### src/design/rwsd_divider.sv
`default_nettype none
module rwsd_divider #(
  parameter int NW = 96,
  parameter int DW = 24,
  parameter int QW = 48
) (
  input  wire logic          clk,
  input  wire logic          rst,
  input  wire logic          start,
  input  wire logic [NW-1:0] num,
  input  wire logic [DW-1:0] den,
  output logic               busy,
  output logic               done,
  output logic      [QW-1:0] quo
);
  localparam int CW = $clog2(NW + 1);
  logic [NW-1:0] n;
  logic [DW:0]   rem;
  logic [CW-1:0] cnt;
  logic [DW:0]   trial;
  logic [DW:0]   shifted;

  // restoring division, one numerator bit per cycle
  always_comb begin
    shifted = {rem[DW-1:0], n[NW-1]};
    trial   = shifted - {1'b0, den};
  end

  always_ff @(posedge clk) begin
    if (rst) begin
      busy <= 1'b0;
      done <= 1'b0;
    end else begin
      done <= 1'b0;
      if (start) begin
        busy <= 1'b1;
        n    <= num;
        rem  <= '0;
        cnt  <= CW'(NW);
        quo  <= '0;
      end else if (busy) begin
        n <= {n[NW-2:0], 1'b0};
        if (!trial[DW]) begin
          rem <= trial;
          quo <= {quo[QW-2:0], 1'b1};
        end else begin
          rem <= shifted;
          quo <= {quo[QW-2:0], 1'b0};
        end
        cnt <= cnt - 1'b1;
        if (cnt == CW'(1)) begin
          busy <= 1'b0;
          done <= 1'b1;
        end
      end
    end
  end
endmodule
`default_nettype wire

### config.mk
export PLATFORM = sky130hd
export DESIGN_NAME = rwsd_divider
export DESIGN_NICKNAME = d
export VERILOG_FILES = /design/src/design/rwsd_divider.sv
export SDC_FILE = /design/constraint.sdc
export NUM_CORES = 1
export LEC_CHECK = 0
export BUFFER_PORTS_ARGS = -buffer_cell sky130_fd_sc_hd__buf_2
export CORE_ASPECT_RATIO = 1.5
export CORE_MARGIN = 2
export CORE_UTILIZATION = 50
export DETAILED_ROUTE_END_ITERATION = 8
export PLACE_DENSITY = 0.76
export SETUP_SLACK_MARGIN = 0.4
export SYNTH_ARGS = -nofsm -noshare
export SYNTH_HDL_FRONTEND = slang
export SYNTH_SLANG_ARGS = --single-unit
### constraint.sdc
create_clock -name clk -period 10.5 [get_ports clk]
set_input_delay 2.1 -clock clk [delete_from_list [all_inputs] [get_ports clk]]
set_output_delay 2.1 -clock clk [all_outputs]
set_load 0.1 [all_outputs]
==> impl_metrics.csv <==
group,metric,value,unit
worst_setup_path,r2r_setup_slack,6720,ps
yosys,syn_nets,771,
route,drtAntennaViolNets,0,
worst_setup_path,cp_max_fo,14,
pwr,p_comb_share,20.1,%
finish,fin_util,60.77,%
worst_setup_path,crit_required,10640,ps
yosys,yosys.area_share.simple,8.569,%
clock_network,htree_levels,4,
sta,hold_slack,496.1,ps
placed_design,gp_congestion,0.8734,
clock_network,root_buffer,"clkbuf_16",
worst_setup_path,cp.arrival,5200,ps
die,core_area,16840,um^2
sta,worst_slew_pin_slew,1061,ps
global_routing,track_usage,18.70,%
placed_design,dp_hpwl,11.97,mm
clock_network,cts_buffer_depth,2,
global_routing,antenna_found_initial,0,
worst_hold_path,hp-start,"busy$_SDFF_PP0_",
yosys,synth.distinct_cells,54,
yosys,ys_seq_area_share,61.25,%
clock_network,cts_inserted_buffers,17,
placed_design,portBuffers,172,
finish,final_area,10230,um^2
clock_network,cts.clk_slew.worst_paths,60,ps
sta,skew,7.237,ps
route,initialDrtViolationCount,241,
yosys,synth_xor_area_share,1.621,%
yosys,synth_flop_cell,"edfxtp_1",
worst_setup_path,r2r-start,"n[95]$_DFFE_PP_",
die,die-area,18380,um^2
worst_hold_path,hp-class,"flip-flop to flip-flop",
sta,finalCriticalPeriod,5055,ps
sta,relSlewSlack,29.29,%
clock_network,hold_buffers,0,
pwr,p_sw,522.8,uW
sta,maxSlewViolCount,0,
yosys,synth_mux_area_share,14.24,%
clock_network,post-cts-setup-buffers,0,
sta,setup_tns,0,ps
sta,finalCritPeriodShare,48.14,%
die,boundaryPins,173,
clock_network,cts_tree,"built",
flow_run,max_cap_viol_count,0,
pwr,seqPwrFrac,47.8,%
route,firstDrtPassIters,4,
worst_setup_path,reg2regPathDepth,13,
pwr,switching_share,28.98,%
clock_network,cts_resized,0,
yosys,netlist_instances,621,
worst_setup_path,r2r_end,"rem[23]$_SDFFCE_PP0P_",
global_routing,grt_pass1_wl,27.21,mm
route,drt_wl_total,17.34,mm
pwr,power_density,176.4,nW/um^2
sta,timing.fmax,197.8,MHz
route,vias_per_cell,5.431,
pwr,clockPowerShare,32.1,%
clock_network,insertion_delay,420,ps
yosys,yosys.area_share.adder,3.995,%
finish,syn_to_final_growth,18.35,%
worst_hold_path,whs_path_depth,1,
die,rows,58,
worst_setup_path,critPathLaunch,"den[0]",
worst_setup_path,critPathCaptureType,"flip-flop",
global_routing,overflow,0,
pwr,cellLeakagePower,4.090,nW
sta,setup_viol_count_final,0,
finish,finalNetCount,941,
run_status,outcome,"finished clean",
yosys,synth-compound-area-share,7.469,%
yosys,synthArstFlopShare,0,%
route,avgRoutedWirePerCell,17.10,um
yosys,synth_top_family_by_area,"multiplexers",
finish,drive_gt1_share,38.43,%
die,die_y,165.0,um
yosys,yosys_warnings,0,
worst_hold_path,whs_endpoint,"done$_SDFF_PP0_",
sta,report.final.hold_viol_count,0,
yosys,ys_ff_latch,177,
yosys,synth_edf_count,175,
global_routing,grt_max_degree,97,
placed_design,place_area,9693,um^2
global_routing,grt_pass1_vias,5676,
sta,rsz0062_at_grt,"false",
pwr,p_int,1.282,mW
pwr,vdd_drop_max,0.1194,mV
die,fp.dieW,111.4,um
finish,n_antenna_cell,0,
clock_network,clkSinkCount,177,
yosys,syn-cell-area,8645,um^2
die,start_util,51.35,%
worst_setup_path,startpoint_type,"input pin",
route,vias,5507,
worst_setup_path,crit_type,"input pin to flip-flop",
yosys,avgSynthCellArea,13.92,um^2
route,post-route-drc-count,0,
[per-stage QoR]
step           worst slack (ps)  total power, mW  std cells
5_1_grt                    5244            1.883       1014
2_1_floorplan              2757            1.164        621
3_3_place_gp               5137            1.226        982
6_report                   5445            1.804       1014
3_5_place_dp               5008            1.239        982
4_1_cts                    5450            1.816       1014
[Yosys cell counts (all sizes together) (11+ instances only)]
cell    number  area share [%]
nor2b       49             3.5
clkbuf      15            0.67
a21oi       27             1.6
inv         34             1.5
mux2        96              13
nor2        37             1.6
edfxtp     175              61
xnor2       11             1.1
o21ai       16            0.97
ha          26             3.8
nand3       12            0.69
mux2i       15             1.7
a21o        14             1.2
[kinds of logic after synthesis]
logic type               Yosys count
flip-flops                       177
XOR/XNOR                          16
buffers and inverters             59
adder cells (fa/ha/maj)           27
AO/OA/AOI/OAI                     93
AND/OR/NAND/NOR                  138
multiplexers                     111
[layer usage]
metal,share of wire (%),track usage [%],up-vias
met5,0,0,-
met2,55,34.48,139
met3,3.7,3.927,23
li1,-,-,2661
met1,40,21.39,2684
met4,2.1,6.958,0
[worst max-delay path by stage]
| stage | end | slack, ps | cells after the start |
|---|---|---|---|
| after floorplan | cnt[0]$_SDFFCE_PP0P_ | 2760 | 4 |
| after global placement | rem[7]$_SDFFCE_PP0P_ | 5140 | 13 |
| after detailed placement | rem[23]$_SDFFCE_PP0P_ | 5010 | 13 |
| after CTS | rem[23]$_SDFFCE_PP0P_ | 5450 | 13 |
| after global routing | rem[4]$_SDFFCE_PP0P_ | 5240 | 13 |
| final | rem[23]$_SDFFCE_PP0P_ | 5440 | 13 |
[cell type report]
class,instances,area (um^2)
inverters,34,127.6
well taps,210,262.8
multi-input cells,385,3110
fillers,1312,6605
clock inverters,13,105.1
flip-flops and latches,177,5295
repair buffers,176,897.1
clock buffers,19,432.9
[placed cells by master, fill, tap and decap left out, types with 3 or more instances in the layout]
cell / netlist / layout
o31a_1: 3 / 3
a31oi_1: 3 / 3
nor3_1: 9 / 9
nor3b_1: 4 / 4
inv_1: 34 / 34
nor2_1: 36 / 35
nand4_1: 3 / 3
o21a_1: 3 / 3
nand3b_1: 5 / 5
mux2i_1: 15 / 15
a211oi_2: 3 / 3
xor2_1: 5 / 5
nor2b_1: 49 / 49
clkinv_1: 0 / 3
o211ai_1: 4 / 4
o21bai_1: 4 / 4
clkinvlp_4: 0 / 3
inv_6: 0 / 3
clkbuf_16: 0 / 17
mux2_2: 96 / 96
a211oi_1: 3 / 3
a21o_1: 13 / 13
buf_4: 0 / 4
o21ai_0: 11 / 11
a21oi_1: 26 / 26
nand3_1: 12 / 12
buf_2: 1 / 171
xnor2_1: 11 / 11
nand2_1: 9 / 9
edfxtp_1: 175 / 175
o21ai_1: 4 / 4
ha_1: 26 / 26
[worst max-delay path, stage by stage]
cell      delay, ps
buf_2            80
ha_1            170
inv_1            60
fa_1            420
a211oi_1        290
o21ai_2         150
o211ai_1        240
a21o_2          230
a21oi_2          90
o311ai_4        690
buf_4           380
mux2i_1         220
nor2_1           60
[power by group through the flow]
stage	clock (mW)	sequential (mW)	combinational [mW]
6_report	0.579	0.862	0.363
5_1_grt	0.622	0.867	0.394
4_1_cts	0.590	0.863	0.364
3_5_place_dp	0	0.877	0.362
3_3_place_gp	0	0.875	0.351
2_1_floorplan	0	0.956	0.208
[registers in the layout, summed over array words and instances, names as in the netlist]
| name | count |
|---|---|
| rem | 24 |
| quo | 48 |
| cnt | 7 |
| busy | 1 |
| n | 96 |
| done | 1 |
Power figures use the tool's default switching activity.
