===== config.mk =====
export PLATFORM = sky130hd
export DESIGN_NAME = rwsd_sqrt
export DESIGN_NICKNAME = d
export VERILOG_FILES = /design/src/design/rwsd_sqrt.sv
export SDC_FILE = /design/constraint.sdc
export NUM_CORES = 1
export LEC_CHECK = 0
export BUFFER_PORTS_ARGS = -buffer_cell sky130_fd_sc_hd__buf_2
export CAP_MARGIN = 20
export CELL_PAD_IN_SITES_DETAIL_PLACEMENT = 1
export CELL_PAD_IN_SITES_GLOBAL_PLACEMENT = 2
export CORE_MARGIN = 5
export CORE_UTILIZATION = 35
export DETAILED_ROUTE_END_ITERATION = 10
export PLACE_DENSITY = 0.73
export RECOVER_POWER = 50
export SLEW_MARGIN = 40
export SYNTH_ARGS = -nofsm -noshare
export SYNTH_HDL_FRONTEND = slang
export SYNTH_SLANG_ARGS = --single-unit

===== constraint.sdc =====
create_clock -name clk -period 5.67 [get_ports clk]
set_input_delay 0.567 -clock clk [delete_from_list [all_inputs] [get_ports clk]]
set_output_delay 0.567 -clock clk [all_outputs]
set_load 0.005 [all_outputs]

===== src/design/rwsd_sqrt.sv =====
`default_nettype none
module rwsd_sqrt #(
  parameter int VW = 48,
  parameter int RW = 24
) (
  input  wire logic          clk,
  input  wire logic          rst,
  input  wire logic          start,
  input  wire logic [VW-1:0] val,
  output logic               done,
  output logic      [RW-1:0] root
);
  localparam int CW = $clog2(RW + 1);
  logic [VW-1:0] v;
  logic [RW+1:0] rem;
  logic [CW-1:0] cnt;
  logic          busy;
  logic [RW+1:0] sh;
  logic [RW+1:0] tr;

  // digit-by-digit root, two radicand bits per cycle
  always_comb begin
    sh = {rem[RW-1:0], v[VW-1:VW-2]};
    tr = sh - {root, 2'b01};
  end

  always_ff @(posedge clk) begin
    if (rst) begin
      busy <= 1'b0;
      done <= 1'b0;
    end else begin
      done <= 1'b0;
      if (start) begin
        busy <= 1'b1;
        v    <= val;
        rem  <= '0;
        root <= '0;
        cnt  <= CW'(RW);
      end else if (busy) begin
        v <= {v[VW-3:0], 2'b00};
        if (!tr[RW+1]) begin
          rem  <= tr;
          root <= {root[RW-2:0], 1'b1};
        end else begin
          rem  <= sh;
          root <= {root[RW-2:0], 1'b0};
        end
        cnt <= cnt - 1'b1;
        if (cnt == CW'(1)) begin
          busy <= 1'b0;
          done <= 1'b1;
        end
      end
    end
  end
endmodule
`default_nettype wire


==> qor.tcl, run 1 <==
set qor(postSynth.asyncResetShare_pct) 0
set qor(rsz0062_at_grt) {false}
set qor(cts.sinks) 103
set qor(synthToLayoutAreaGrowth_pct) 16.4
set qor(synth.net_count) 536
set qor(cts-root-to-sink-buffers) 2
set qor(clock_tree.htree_level_count) 3
set qor(start_util_pct) 35.4
set qor(placed_cells) 736
set qor(tritoncts) {built}
set qor(vdd.ir_drop.worst_uv) 155
set qor(edff_count_synth) 101
set qor(grt_start_max_net_pins) 74
set qor(clock_latency_at_the_later_pin_of_the_worst_skew_pair_ns) 0.36
set qor(num-nets-final) 608
set qor(layout.cell_area.non_filler_sq_um) 6500
set qor(postRouteAntennaNets) 0
set qor(finalCritPeriodShare_pct) 67.3
set qor(max-slew-margin-rel_pct) -10.8
set qor(critPathKind) {in -> reg}
set qor(floorplan.rows) 46
set qor(max_freq_mhz) 262
set qor(groute.layer.met2.usage_pct) 21.1
set qor(postRouteWirelength_um) 11500
set qor(detailed_place.area_sq_um) 6230
set qor(yosys.area.top_type) {edfxtp_1}
set qor(netlist.area_leader.share_pct) 54.3
set qor(reg2reg_setup_slack_ns) 2.49
set qor(setup-tns-final_ns) 0
set qor(final-max-slew-violation-count) 32
set qor(setup_viol_count_final) 0
set qor(die-height_um) 136
set qor(drt_first_pass_iters) 4
set qor(grt_antenna_before_repair) 0
set qor(timing.critical_path.to_type) {flip-flop}
set qor(antennaDiodeCount) 0
set qor(power_dens_cells_nw_per_um2) 335
set qor(synth_flop_cell) {edfxtp_1}
set qor(postCtsResizedCells) 0
set qor(cap_viol_max_count) 1
set qor(post_layout_nonfiller_instances) 752
set qor(detail_route.wl_per_cell_um) 15.4
set qor(detailedRoute.firstIterationViolations) 141
set qor(actual_slew_at_the_worst_max_slew_pin_ns) 1.66
set qor(floorplan.die_area_sq_um) 18600
set qor(worst_setup_hold_path_clk_slew_ns) 0.08
set qor(synth_seq_cells) 103
set qor(grt.met1_usage_pct) 16.7
set qor(failed_checks) {max-capacitance violations, max-slew violations}
set qor(grt_first_pass_wirelength_um) 19600
set qor(global_route.usage.total_pct) 13.2
set qor(final_layout_worst_hold_slack_ns) 0.400
set qor(syn_area_sq_um) 5580
set qor(cell_types_with_the_highest_counts_after_synthesis) {101 x edfxtp_1, 62 x nor2_1, 46 x mux2_2, 34 x inv_1, 26 x ha_1}
set qor(min_path_type) {in -> reg}
set qor(power_w) 0.00218
set qor(globalRoute.busiestLayer) {met2}
set qor(num_vias) 3667
set qor(synthesis.yosys.warnings) 0
set qor(cts_setup_buffers) 0
set qor(post_route_cells_drive_above_1_share_pct) 26.1
set qor(crit_fanout) 31
set qor(fp.dieW_um) 136
set qor(post-route-min-period_ns) 3.81
set qor(first_global_vias) 4013
set qor(timing.final.hold_violations) 0
set qor(synthDistinctLibCells) 57
set qor(synth_most_common_cell) {edfxtp_1}
set qor(grt_overflow_total) 0
set qor(cts-hold-fix-buffers) 0
set qor(core_sq_um) 15800
set qor(ctsRootBufferMaster) {clkbuf_16}
set qor(dp_hpwl_um) 8440
set qor(required_ns) 5.66
set qor(drcViolationCount) 0
set qor(synth.top_cells.by_area) {edfxtp_1 54%, mux2_2 9.3%, ha_1 5.8%, nor2_1 4.2%, mux2i_1 2.5%}
set qor(routed_via_density) 4.88
set qor(routabilityCongestion) 0.793
set qor(design.portCount) 76
set qor(result_of_the_run) {finished, violations left}
set qor(cts_made_buffers) 9
set qor(worst-endpoint-arrival_ns) 3.80
set qor(synth_cells) 459
set qor(critPathLaunchType) {input pin}
set qor(synth-seq-area-share_pct) 55.0
set qor(port_buffers) 75
set qor(grt_use_met3_pct) 5.03
set qor(syn_area_per_cell_sq_um) 12.2
set qor(p_leak_nw) 2.59
set qor(fin_worst_skew_ns) 0.0116
## per-layer routing
layer / vias to the layer above / wire (um)
met3: 15 / 730
met4: 0 / 152
li1: 1815 / -
met1: 1771 / 5360
met2: 66 / 5300
met5: - / 0
## flip-flops by register name (all words and copies together) (netlist names)
signal	flops
busy	1
v	48
cnt	5
rem	24
done	1
root	24
## kinds of logic after synthesis
family / share of synthesized area (%)
adder cells (fa/ha/maj): 5.83
AO/OA/AOI/OAI: 8.98
flip-flops: 55.0
multiplexers: 11.8
buffers and inverters: 4.12
XOR/XNOR: 3.59
AND/OR/NAND/NOR: 10.7
## worst max-delay path, stage by stage
cell and delay (ns):
clkbuf_1 1.18, nor2_1 0.18, nor2_1 1.12, clkbuf_1 0.74
## layout make-up
| type | count | area, sq um |
|---|---|---|
| Fill cell | 1741 | 9270 |
| Sequential cell | 103 | 3070 |
| Multi-Input combinational cell | 303 | 2290 |
| Timing Repair Buffer | 80 | 437 |
| Tap cell | 216 | 270 |
| Clock buffer | 9 | 225 |
| Inverter | 34 | 128 |
| Clock inverter | 7 | 76.3 |
## power by group
part	leakage (nW)	total [W]	internal, W	switching (W)
Combinational	1.45	0.000592	0.000274	0.000318
Clock	0.149	0.000635	0.000317	0.000319
Sequential	0.991	0.000953	0.000924	0.0000281
Total	2.59	0.00218	0.00152	0.000665
## per-stage QoR
stage	setup WS, ns	utilization (%)
after detailed placement	2.45	39.5
after global placement	2.19	39.2
after global routing	1.46	41.2
after CTS	2.44	41.4
final	1.86	41.2
after floorplan	1.35	-
## cells in the final DEF (no fill, tap or decap), drive strengths merged, types with 4 or more instances in the layout
cell type,instances
edfxtp,101
buf,66
nor2,62
mux2,46
inv,39
ha,26
clkbuf,23
a21oi,22
nand2,18
xnor2,15
mux2i,14
o21ai,13
xor2,7
nand2b,7
a21o,6
a211oi,6
o21a,4
and2,4
nand3,4
nor2b,4
## final timing paths
kind                start       to  depth (start not counted)
hold reg to reg      busy     busy                          2
setup / recovery    start    v[16]                          4
hold / removal        rst     busy                          2
setup reg to reg  rem[17]  rem[23]                         11
Note: power is estimated with default switching activity, not from simulation.
==> inputs of run 2 (changes only) <==
- clock period: 5.67 -> 3.3 ns (I/O delays scaled with it)
==> run 2 against run 1 <==
Against the previous run:
- the run now ends clean
- hold slack worse by 0.21 ns
- final cell count up 0.40%
- clock skew down 0.00053 ns
- largest cell class unchanged
- utilization up 0.13 points
==> qor.tcl, run 2 (same netlist as run 1, synthesis figures left out) <==
set qor(setup-tns-final_ns) 0 ;# unchanged
set qor(cap_viol_max_count) 0 ;# was 1
set qor(reg2reg_setup_slack_ns) 0.21 ;# was 2.49 ns
set qor(placed_cells) 738 ;# was 736
set qor(worst-endpoint-arrival_ns) 3.21 ;# was 3.80 ns
set qor(rr_startpoint) {rem[12]} ;# was rem[17]
set qor(design.portCount) 76 ;# unchanged
set qor(grt_first_pass_wirelength_um) 19900 ;# was 19600 um
set qor(num-nets-final) 611 ;# was 608
set qor(p_leak_nw) 2.58 ;# was 2.59 nW
set qor(layout_top_registers) {v: 48 flops, rem: 24 flops, root: 24 flops} ;# unchanged
set qor(result_of_the_run) {finished, final reports clean} ;# was finished, violations left
set qor(critPathKind) {reg -> reg} ;# was in -> reg
set qor(fp.dieW_um) 136 ;# unchanged
set qor(cts-root-to-sink-buffers) 2 ;# unchanged
set qor(core_sq_um) 15800 ;# unchanged
set qor(slowest_stage) {edfxtp_1} ;# was clkbuf_1
set qor(cts_made_buffers) 9 ;# unchanged
set qor(cts-hold-fix-buffers) 0 ;# unchanged
set qor(postRouteWirelength_um) 12300 ;# was 11500 um
set qor(crit_fanout) 9 ;# was 31
set qor(setup_viol_count_final) 0 ;# unchanged
set qor(detail_route.wl_per_cell_um) 16.2 ;# was 15.4 um
set qor(post_layout_nonfiller_instances) 755 ;# was 752
set qor(required_ns) 3.42 ;# was 5.66 ns
set qor(start_util_pct) 35.4 ;# unchanged
set qor(tritoncts) {built} ;# unchanged
set qor(max_flop_register) {v} ;# unchanged
set qor(antennaDiodeCount) 0 ;# unchanged
set qor(routabilityCongestion) 0.793 ;# about the same
set qor(drcViolationCount) 0 ;# unchanged
set qor(max_reg_flops) 48 ;# unchanged
set qor(ctsRootBufferMaster) {clkbuf_16} ;# unchanged
set qor(drt_first_pass_iters) 4 ;# unchanged
set qor(grt_start_max_net_pins) 87 ;# was 74
set qor(power_dens_cells_nw_per_um2) 576 ;# was 335 nW/um^2
set qor(globalRoute.busiestLayer) {met2} ;# unchanged
set qor(post_route_cells_drive_above_1_share_pct) 26.0 ;# was 26.1%
set qor(final_critical_path_setup_slack_ns) 0.209 ;# was 1.86 ns
set qor(rsz0062_at_grt) {false} ;# unchanged
set qor(groute.layer.met2.usage_pct) 22.3 ;# was 21.1%
set qor(min_delay_worst_endpoint) {busy} ;# unchanged
set qor(dpl_worst_slack_ns) 0.113 ;# was 2.45 ns
set qor(vdd.ir_drop.worst_uv) 292 ;# was 155 uV
set qor(critical_path.reg2reg.endpoint) {rem[23]} ;# unchanged
set qor(most-common-layout-cells) {101 x edfxtp_1, 61 x nor2_1, 57 x buf_2} ;# was 101 x edfxtp_1, 62 x nor2_1, 62 x buf_2
set qor(grt_use_met3_pct) 5.03 ;# unchanged
set qor(clock_latency_at_the_later_pin_of_the_worst_skew_pair_ns) 0.36 ;# about the same
set qor(floorplan.rows) 46 ;# unchanged
set qor(timing.final.hold_violations) 0 ;# unchanged
set qor(ff2ff_path_depth) 11 ;# unchanged
set qor(final_common_cell) {edfxtp_1} ;# unchanged
set qor(fin_worst_skew_ns) 0.0110 ;# was 0.0116 ns
set qor(timing.critical_path.to_type) {flip-flop} ;# unchanged
set qor(dp_hpwl_um) 8710 ;# was 8440 um
set qor(final_layout_worst_hold_slack_ns) 0.195 ;# was 0.400 ns
set qor(cts.sinks) 103 ;# unchanged
set qor(detailedRoute.firstIterationViolations) 191 ;# was 141
set qor(critPathMaxStageDelay_ns) 0.42 ;# was 1.18 ns
set qor(min_path_type) {in -> reg} ;# unchanged
set qor(grt_overflow_total) 0 ;# unchanged
set qor(routed_via_density) 4.90 ;# was 4.88
set qor(max_freq_mhz) 323
set qor(clock_tree.htree_level_count) 3 ;# unchanged
set qor(critPathLaunchType) {flip-flop} ;# was input pin
set qor(final-max-slew-violation-count) 0 ;# was 32
set qor(grt_antenna_before_repair) 0 ;# unchanged
set qor(crit_top_cell) {a21o_1}
set qor(hold_path_startpoint) {rst} ;# unchanged
set qor(floorplan.die_area_sq_um) 18600 ;# unchanged
set qor(worst_setup_hold_path_clk_slew_ns) 0.08 ;# about the same
set qor(whs_path_depth) 2 ;# unchanged
set qor(num_vias) 3697 ;# was 3667
set qor(port_buffers) 75 ;# unchanged
set qor(synthToLayoutAreaGrowth_pct) 16.8 ;# was 16.4%
set qor(finalCritPeriodShare_pct) 93.7
set qor(grt.met1_usage_pct) 16.6 ;# was 16.7%
set qor(global_route.usage.total_pct) 13.7 ;# was 13.2%
set qor(first_global_vias) 4057 ;# was 4013
set qor(die-height_um) 136 ;# unchanged
set qor(max-slew-margin-rel_pct) 11.2 ;# was -10.8%
set qor(post-route-min-period_ns) 3.09
set qor(postRouteAntennaNets) 0 ;# unchanged
set qor(crit_path_cell_trace) {ha_1, a21o_1, a21o_1, a21oi_2, o311ai_1, or3b_1, o221ai_2, xnor2_4, buf_4, and2b_1, o21ba_1} ;# was clkbuf_1, nor2_1, nor2_1, clkbuf_1
set qor(actual_slew_at_the_worst_max_slew_pin_ns) 1.33 ;# was 1.66 ns
## run 2: cell count changes in the layout (fill, tap and decap cells not counted), moves of 2 or more
cell	previous run	this run
clkinv_4	2	0
clkinv_8	0	3
clkbuf_1	14	19
buf_2	62	57
buf_4	0	4
## run 2: worst max-delay path: cells and delay by family (launching register included)
family	cells	cell delay [ns]
buf+inv	1	0.21
fa+ha+maj	1	0.31
flops	1	0.42
xor+xnor	1	0.17
compound gates	6	1.14
simple gates	2	0.59
## run 2: through the flow
step                      utilization (%)  area [sq um]  total power, W
after floorplan                         -          5590         0.00243
after global placement               39.6          6240         0.00265
after detailed placement             39.6          6240         0.00269
after CTS                            41.5          6550         0.00382
after global routing                 41.4          6520         0.00399
final                                41.4          6520         0.00376
## run 2: worst max path at each step
stage / slack (ns) / depth (start not counted) / end / start
after floorplan: 0.34 / 4 / cnt[0] / start
after global placement: 0.16 / 11 / rem[13] / rem[17]
after detailed placement: 0.11 / 11 / rem[6] / rem[17]
after CTS: 0.09 / 11 / rem[8] / rem[17]
after global routing: 0.01 / 10 / rem[23] / rem[2]
final: 0.21 / 11 / rem[23] / rem[12]
## run 2: where the power goes
part	switching [W]	leakage, nW	total [W]	internal, W
Combinational	0.000550	1.45	0.00101	0.000462
Sequential	0.0000505	0.991	0.00164	0.00159
Clock	0.000561	0.148	0.00111	0.000545
Total	0.00116	2.58	0.00376	0.00260
## run 2: repair_timing
item                                    CTS  global route
setup buffers                             0             1
resized for setup                         0             1
endpoints found under the setup margin    0            15
## run 2: layer usage
layer | part of all wire, % | vias up
li1 | - | 1824
met1 | 45 | 1796
met2 | 47 | 65
met3 | 6.6 | 12
met4 | 1.6 | 0
met5 | 0 | -
## run 2: area by class of cell
type,count,area [sq um]
Fill cell,1750,9250
Sequential cell,103,3070
Multi-Input combinational cell,303,2300
Timing Repair Buffer,83,434
Tap cell,216,270
Clock buffer,9,225
Inverter,34,128
Clock inverter,7,87.6
==> inputs of run 3 (changes only) <==
- clock period: 3.3 -> 2.7 ns (I/O delays scaled with it)
==> run 3 against run 2 <==
Against the previous run:
- largest power group unchanged
- the run now ends with negative setup slack left
- highest routed layer unchanged
- maximum frequency is 4.9% higher
- critical path type unchanged
- clock power is 26% higher
- wire length is 11% higher
- critical endpoint is now rem[2]
==> qor.tcl, run 3 (same netlist as run 1, synthesis figures left out) <==
set qor(detailedRoute.firstIterationViolations) 137 ;# was 191
set qor(fp.dieW_um) 136 ;# unchanged
set qor(reg2reg_setup_slack_ns) -0.25 ;# was 0.21 ns
set qor(grt_antenna_before_repair) 0 ;# unchanged
set qor(placed_cells) 826 ;# was 738
set qor(ctsRootBufferMaster) {clkbuf_16} ;# unchanged
set qor(die-height_um) 136 ;# unchanged
set qor(final_common_cell) {edfxtp_1} ;# unchanged
set qor(critical_path.reg2reg.endpoint) {rem[2]} ;# was rem[23]
set qor(timing.final.hold_violations) 0 ;# unchanged
set qor(min_path_type) {in -> reg} ;# unchanged
set qor(max_reg_flops) 48 ;# unchanged
set qor(layout.cell_area.non_filler_sq_um) 7610 ;# was 6520 sq um
set qor(timing.critical_path.to) {rem[2]} ;# was rem[23]
set qor(cts-root-to-sink-buffers) 2 ;# unchanged
set qor(post_route_cells_drive_above_1_share_pct) 44.8 ;# was 26.0%
set qor(num_vias) 4093 ;# was 3697
set qor(max-slew-margin-rel_pct) 63.8 ;# was 11.2%
set qor(tritoncts) {built} ;# unchanged
set qor(failed_checks) {negative setup slack}
set qor(cts_made_buffers) 9 ;# unchanged
set qor(port_buffers) 75 ;# unchanged
set qor(layout_top_registers) {v: 48 flops, rem: 24 flops, root: 24 flops} ;# unchanged
set qor(dpl_worst_slack_ns) -0.364 ;# was 0.113 ns
set qor(dp_hpwl_um) 9760 ;# was 8710 um
set qor(vdd.ir_drop.worst_uv) 337 ;# was 292 uV
set qor(timing.critical_path.to_type) {flip-flop} ;# unchanged
set qor(cap_viol_max_count) 0 ;# unchanged
set qor(grt_first_pass_wirelength_um) 22500 ;# was 19900 um
set qor(clock_tree.htree_level_count) 3 ;# unchanged
set qor(floorplan.die_area_sq_um) 18600 ;# unchanged
set qor(global_route.usage.total_pct) 15.5 ;# was 13.7%
set qor(result_of_the_run) {finished, violations left} ;# was finished, final reports clean
set qor(crit_fanout) 6 ;# was 9
set qor(grt_overflow_total) 0 ;# unchanged
set qor(grt_start_max_net_pins) 103 ;# was 87
set qor(start_util_pct) 35.4 ;# unchanged
set qor(detail_route.wl_per_cell_um) 15.9 ;# was 16.2 um
set qor(drt_first_pass_iters) 4 ;# unchanged
set qor(core_sq_um) 15800 ;# unchanged
set qor(critPathLaunchType) {flip-flop} ;# unchanged
set qor(cts-hold-fix-buffers) 0 ;# unchanged
set qor(num-nets-final) 712 ;# was 611
set qor(fin_worst_skew_ns) 0.00850 ;# was 0.0110 ns
set qor(final-max-slew-violation-count) 0 ;# unchanged
set qor(floorplan.rows) 46 ;# unchanged
set qor(required_ns) 2.79 ;# was 3.42 ns
set qor(first_global_vias) 4651 ;# was 4057
set qor(power_dens_cells_nw_per_um2) 696 ;# was 576 nW/um^2
set qor(detailed_place.area_sq_um) 6960 ;# was 6240 sq um
set qor(post_layout_nonfiller_instances) 856 ;# was 755
set qor(max_freq_mhz) 339 ;# was 323 MHz
set qor(worst-endpoint-arrival_ns) 3.04 ;# was 3.21 ns
set qor(most-common-layout-cells) {101 x edfxtp_1, 95 x buf_4, 74 x buf_2} ;# was 101 x edfxtp_1, 61 x nor2_1, 57 x buf_2
set qor(actual_slew_at_the_worst_max_slew_pin_ns) 0.542 ;# was 1.33 ns
set qor(rr_startpoint) {root[12]} ;# was rem[12]
set qor(finalCritPeriodShare_pct) 109 ;# was 93.7%
set qor(final_critical_path_setup_slack_ns) -0.247 ;# was 0.209 ns
set qor(max_flop_register) {v} ;# unchanged
set qor(design.portCount) 76 ;# unchanged
set qor(critPathKind) {reg -> reg} ;# unchanged
set qor(setup_viol_count_final) 25 ;# was 0
set qor(p_leak_nw) 3.19 ;# was 2.58 nW
set qor(worstSetupStartpoint) {root[12]} ;# was rem[12]
set qor(clock_latency_at_the_later_pin_of_the_worst_skew_pair_ns) 0.36 ;# about the same
set qor(worst_setup_hold_path_clk_slew_ns) 0.08 ;# about the same
set qor(cts.sinks) 103 ;# unchanged
set qor(routed_via_density) 4.78 ;# was 4.90
set qor(antennaDiodeCount) 0 ;# unchanged
set qor(postRouteAntennaNets) 0 ;# unchanged
set qor(postRouteWirelength_um) 13600 ;# was 12300 um
set qor(ff2ff_path_depth) 13 ;# was 11
set qor(rsz0062_at_grt) {true} ;# was false
set qor(routabilityCongestion) 0.790 ;# was 0.793
set qor(post-route-min-period_ns) 2.95 ;# was 3.09 ns
set qor(drcViolationCount) 0 ;# unchanged
set qor(synthToLayoutAreaGrowth_pct) 36.4 ;# was 16.8%
[run 3: cell types whose count changed in the layout (fill, tap and decap cells not counted), moves of 3 or more]
cell	previous run	this run
buf_4	4	95
clkbuf_1	19	0
buf_2	57	74
buf_12	2	8
ha_1	26	22
ha_4	0	4
inv_1	34	31
inv_2	0	3
nor2_1	61	58
[run 3: report_power, final]
group          switching (W)  internal [W]  leakage (nW)
Combinational       0.000846       0.00104          2.05
Sequential         0.0000694       0.00194         0.991
Clock               0.000658      0.000742         0.148
[run 3: worst min-delay path by stage]
| stage | slack, ns | startpoint | depth (start not counted) | to |
|---|---|---|---|---|
| finish | 0.13 | rst | 2 | busy |
| global route | 0.12 | rst | 2 | busy |
| CTS | 0.12 | rst | 2 | busy |
| detailed placement | 0.51 | rst | 2 | busy |
| global placement | 0.50 | rst | 2 | busy |
| floorplan | 0.34 | rst | 1 | busy |
[run 3: worst max-delay path, stage by stage, from the launching register on]
cell	delay, ns
edfxtp_1	0.42
inv_2	0.12
ha_4	0.22
a21o_1	0.15
a21o_1	0.17
a21oi_2	0.18
o311ai_2	0.12
or3b_4	0.41
o221ai_4	0.20
xnor2_4	0.16
buf_12	0.15
buf_12	0.12
mux2i_2	0.20
nor2_1	0.06
[run 3: cell type report]
class                   instances  area, sq um
repair buffers                184         1330
fillers                      1733         8160
clock buffers                   9          225
inverters                      34          128
clock inverters                 7         92.6
multi-input cells             303         2490
flip-flops and latches        103         3070
well taps                     216          270
[run 3: routing by layer]
metal | part of all wire [%] | track usage (%) | vias to the layer above | wire [um]
met2 | 50 | 26.9 | 68 | 6800
met5 | 0 | 0 | - | 0
met1 | 43 | 18.0 | 1986 | 5800
met3 | 5.5 | 4.66 | 20 | 751
li1 | - | - | 2019 | -
met4 | 1.9 | 5.94 | 0 | 264
[run 3: repair_timing]
item	4_1_cts	5_1_grt
gates resized for setup	27	12
endpoints found under the setup margin	25	25
gates cloned	1	0
setup buffers	12	1
pin swaps	17	14
[run 3: metrics by stage]
stage	util, %	total power, W	hold slack, ns	setup TNS, ns
after floorplan	-	0.00298	0.343	-1.64
after global placement	44.1	0.00356	0.498	-5.75
after detailed placement	44.1	0.00363	0.507	-7.25
after CTS	47.8	0.00530	0.118	-5.65
after global routing	48.3	0.00561	0.118	-8.34
final	48.3	0.00530	0.132	-4.67
